<file path="config.mk">
export PLATFORM = sky130hd
export DESIGN_NAME = pbf_idx
export DESIGN_NICKNAME = d
export VERILOG_FILES = /design/src/hdl/pbf_pkg.sv /design/src/hdl/pbf_idx.sv
export SDC_FILE = /design/constraint.sdc
export NUM_CORES = 1
export LEC_CHECK = 0
export ABC_AREA = 1
export CAP_MARGIN = 15
export CORE_AREA = 2 2 39 41
export DETAILED_ROUTE_END_ITERATION = 10
export DIE_AREA = 0 0 41 43
export DONT_BUFFER_PORTS = 1
export GPL_ROUTABILITY_DRIVEN = 0
export PLACE_DENSITY = 0.49
export REMOVE_ABC_BUFFERS = 1
export SLEW_MARGIN = 20
export SYNTH_ARGS = -nofsm -noshare
export SYNTH_HDL_FRONTEND = slang
export SYNTH_SLANG_ARGS = --single-unit
export TNS_END_PERCENT = 100
</file>
<file path="constraint.sdc">
create_clock -name vclk -period 1.75
set_input_delay 0.2625 -clock vclk [all_inputs]
set_output_delay 0.2625 -clock vclk [all_outputs]
set_load 0.02 [all_outputs]
</file>
<file path="src/hdl/pbf_pkg.sv">
// ----------------------------------------------------------------------------
// pbf_pkg
// Shared types and codes for the partitioned Bloom filter.
// ----------------------------------------------------------------------------
package pbf_pkg;

  // Item actions
  localparam logic [1:0] ACT_ADD   = 2'd0;
  localparam logic [1:0] ACT_TEST  = 2'd1;
  localparam logic [1:0] ACT_CLEAR = 2'd2;

  // Configuration register indexes
  localparam logic CFG_ACTIVE_SLICES = 1'b0;
  localparam logic CFG_SLICE_LOG2    = 1'b1;

  localparam int CFG_DATA_W  = 4;
  localparam int HASH_FIELDS = 4;
  localparam int HASH_W      = 32;

  localparam logic [2:0] ACTIVE_RST  = 3'd4;
  localparam logic [3:0] LOG2_RST    = 4'd10;
  localparam logic [3:0] MIN_LOG2    = 4'd3;

  typedef enum logic [1:0] {
    ST_CLEAR,
    ST_IDLE,
    ST_RUN
  } pbf_state_e;

endpackage

</file>
<file path="src/hdl/pbf_idx.sv">
// ----------------------------------------------------------------------------
// pbf_idx
// Maps one hash word and its step number to a byte address and bit lane
// of the flat bit store.
// ----------------------------------------------------------------------------
module pbf_idx
  import pbf_pkg::*;
#(
  parameter int ADDR_W = 9
) (
  input  logic [2:0]        num_slices_i,
  input  logic [3:0]        width_log2_i,
  input  logic [1:0]        step_i,
  input  logic [HASH_W-1:0] hash_i,
  output logic [ADDR_W-1:0] byte_addr_o,
  output logic [2:0]        bit_sel_o
);

  localparam int BA_W = ADDR_W + 3;

  logic [2:0]      slice;
  logic [BA_W-1:0] base;
  logic [BA_W-1:0] mask;
  logic [BA_W-1:0] bit_addr;

  // hash j lands in slice n-1-j
  assign slice    = num_slices_i - 3'd1 - {1'b0, step_i};
  assign base     = {{(BA_W-2){1'b0}}, slice[1:0]} << width_log2_i;
  assign mask     = ~({BA_W{1'b1}} << width_log2_i);
  assign bit_addr = base | (hash_i[BA_W-1:0] & mask);

  assign byte_addr_o = bit_addr[BA_W-1:3];
  assign bit_sel_o   = bit_addr[2:0];

endmodule

</file>
Yosys cells after proc, flatten, opt, wreduce, memory -nomap -nowiden. Index checks and enable logic that the tools add are counted.

Flip-flop bits (word level): 0. Logic and storage cells: 7. Input port bits: 41. Output and inout bits: 12.

$add $sub $neg: 2. Shift-type cells: 2. Bitwise gates (word level): 3.

Operators by type and width (count): $and A12 B12 Y12 (1); $not A12 Y12 (1); $or A12 B12 Y12 (1); $shl A12 B4 Y12 const A (1); $shl A2 B4 Y12 (1); $sub A2 B1 Y2 const B (1); $sub A2 B2 Y2 (1).

Depth between registers and ports, before layout.
Depth in word-level cells: 4. Depth in mapped cells: 11. Mapped depth without buffers: 11.

Least setup slack after synthesis. Ideal clock, no wire load.

Path kind: input to output. From: input port step_i[0]. To: output port byte_addr_o[8]. Slack: 246 ps. Arrival: 1241 ps. Data required time: 1487 ps. Cell stages on the path: 9. Cells stage by stage: inv_1 -> ha_1 -> inv_2 -> nand2_1 -> nand2_1 -> nand2_1 -> nand3_2 -> nand3_1 -> a21oi_1.

Cells in the longest elaborated chain, start to end: 3.

Ends and longest elaborated chain: from (decl) (RTL line pbf_idx.sv:13) `input logic [1:0] step_i,`; $sub A2 B2 Y2 (RTL line pbf_idx.sv:27) `assign slice = num_slices_i - 3'd1 - {1'b0, step_i};`; $shl A2 B4 Y12 (RTL line pbf_idx.sv:28) `assign base = {{(BA_W-2){1'b0}}, slice[1:0]} << width_log2_i;`; $or A12 B12 Y12 (RTL line pbf_idx.sv:30) `assign bit_addr = base | (hash_i[BA_W-1:0] & mask);`; to (decl) (RTL line pbf_idx.sv:15) `output logic [ADDR_W-1:0] byte_addr_o,`.

No other way between the ends.

Worst setup path after layout. Same ends and word-level chain as after synthesis.

==> flow_summary.json <==
{
  "status": "completed",
  "synth_top_area_share_pct": 30.6,
  "drt_iter0_markers": 6,
  "maxCapViolations": 0,
  "place_ws_ns": 0.237,
  "grt_pass1_vias": 438,
  "min_period_ns": 1.51,
  "synth_commonest_cells": "nand2_1 (30), nand3_1 (9), o21ai_1 (7)",
  "wl_mm": 1.02,
  "place.port_buffers": 0,
  "drt-vias-per-instance": 5.10,
  "nClkBuffers": 0,
  "use_met3_pct": 1.05,
  "synth_top_area_cell": "nand2_1",
  "post-route-period-util_pct": 86.5,
  "yosys_warnings": 0,
  "slowest_stage": "ha_1",
  "tns_ns": 0,
  "drcViolationCount": 0,
  "grt_use_met2_pct": 20.9,
  "grt_start_max_net_pins": 14,
  "leakage_nw": 0.230,
  "grt_usage_pct": 12.8,
  "max-vdd-ir-drop_mv": 0.105,
  "seq_cells": 0,
  "use_met1_pct": 18.7,
  "post-cts-setup-buffers": 0,
  "io_pins": 53,
  "hold_class": "input pin to output port",
  "antenna_found_initial": 0,
  "synth_area_leaders": "nand2_1 (31%), nand3_1 (12%), o21ai_1 (9.5%)",
  "routedWlPerCell_microns": 10.3,
  "drv_slew": 0,
  "core_sq_um": 1380,
  "die_y_microns": 43,
  "crit_path_max_fanout": 3,
  "layout.nets": 127,
  "grt_most_used_layer": "met2",
  "ys_types": 18,
  "grt_pass1_wl_mm": 1.73,
  "syn2layout_area_growth_pct": 12.6,
  "seq_area_sq_um": 0,
  "diodes": 0,
  "slew_headroom_pct": 70.3,
  "postCtsHoldBufs": 0,
  "setup_viol": 0,
  "drive_above_1_share_pct": 18.1,
  "antenna_left": 0,
  "critPathKind": "input pin to output port",
  "yosysMostFrequentCell": "nand2_1",
  "path_cells": "inv_1 -> ha_1 -> inv_2 -> nand2_1 -> nand3_1 -> nand3_2 -> nand3_1 -> a21oi_1 -> buf_4",
  "fmaxAchievable_ghz": 0.660,
  "p_per_area_nw_per_um2": 303,
  "rows": 14,
  "rsz0062_at_grt": "no",
  "timing.final.ws_setup_ns": 0.236,
  "hold_viol_final": 0,
  "overflow": 0,
  "cts_resized": 0,
  "dr.pass1.iters": 4,
  "slowest_delay_ns": 0.20,
  "dr_total_vias": 505,
  "dieArea_sq_um": 1760,
  "synthCells": 80,
  "worstPathArrival_ns": 1.25,
  "crit_path_end_kind": "output port",
  "power_mw": 0.126,
  "startpoint_type": "input pin",
  "syn_area_sq_um": 368,
  "start_util_pct": 26.6,
  "hpwl_microns": 863,
  "ys_seq_area_share_pct": 0,
  "required_ns": 1.49,
  "path_common_cell": "nand3_1",
  "worst_pin_slew_ns": 0.442,
  "synth_area_per_cell_sq_um": 4.60,
  "die_x_microns": 41
}
worst max-delay path, delay by kind of cell:
| family | cells | cell delay, ns |
|---|---|---|
| compound gates | 1 | 0.15 |
| fa+ha+maj | 1 | 0.20 |
| buf+inv | 3 | 0.23 |
| simple gates | 4 | 0.41 |
stage by stage:
step | cell area (sq um) | hold WS [ns] | instances | utilization (%)
floorplan | 364 | 0.656 | 79 | -
global route | 414 | 0.667 | 99 | 29.9
global placement | 414 | 0.660 | 99 | 29.9
CTS | 414 | 0.661 | 99 | 29.9
detailed placement | 414 | 0.661 | 99 | 29.9
finish | 414 | 0.659 | 99 | 29.9
path summary, 6_finish.rpt:
kind                       from              to  slack, ns  cells past startpoint
worst max-delay path  step_i[0]  byte_addr_o[8]       0.24                      9
worst min-delay path  hash_i[1]    bit_sel_o[1]       0.66                      2
metal layers:
layer | up-vias | part of all wire, %
met4 | 0 | 0
met5 | - | 0
met1 | 224 | 42
met2 | 16 | 50
li1 | 265 | -
met3 | 0 | 8.1
power by group:
| part | total (mW) | internal [mW] | switching [mW] |
|---|---|---|---|
| combinational | 0.126 | 0.0411 | 0.0845 |
| clock | 0 | 0 | 0 |
| sequential | 0 | 0 | 0 |
| total | 0.126 | 0.0411 | 0.0845 |
layout make-up:
type,instances,area [sq um]
tap,16,20.0
fill,161,970
multi-input combinational,66,315
inverter,13,48.8
timing repair buffer,4,30.0
cell families (layout without fill, tap and decap cells):
family / after synthesis / after routing / synth area share (%)
buffers and inverters: 14 / 17 / 14.3
adders and majority gates: 1 / 1 / 3.40
AOI/OAI and AO/OA: 14 / 14 / 21.4
and+or+nand+nor: 51 / 51 / 60.9
layout by cell type, fill, tap and decap left out:
master	count
a21oi_1	2
buf_4	4
clkinv_1	1
ha_1	1
inv_1	6
inv_2	6
nand2_1	30
nand2_2	2
nand3_1	9
nand3_2	1
nand4_1	2
nor2_1	6
o211ai_1	1
o21ai_0	2
o21ai_1	7
o21ai_2	1
o31ai_1	1
or2_4	1
No activity file was read; power rests on OpenSTA's default activity.
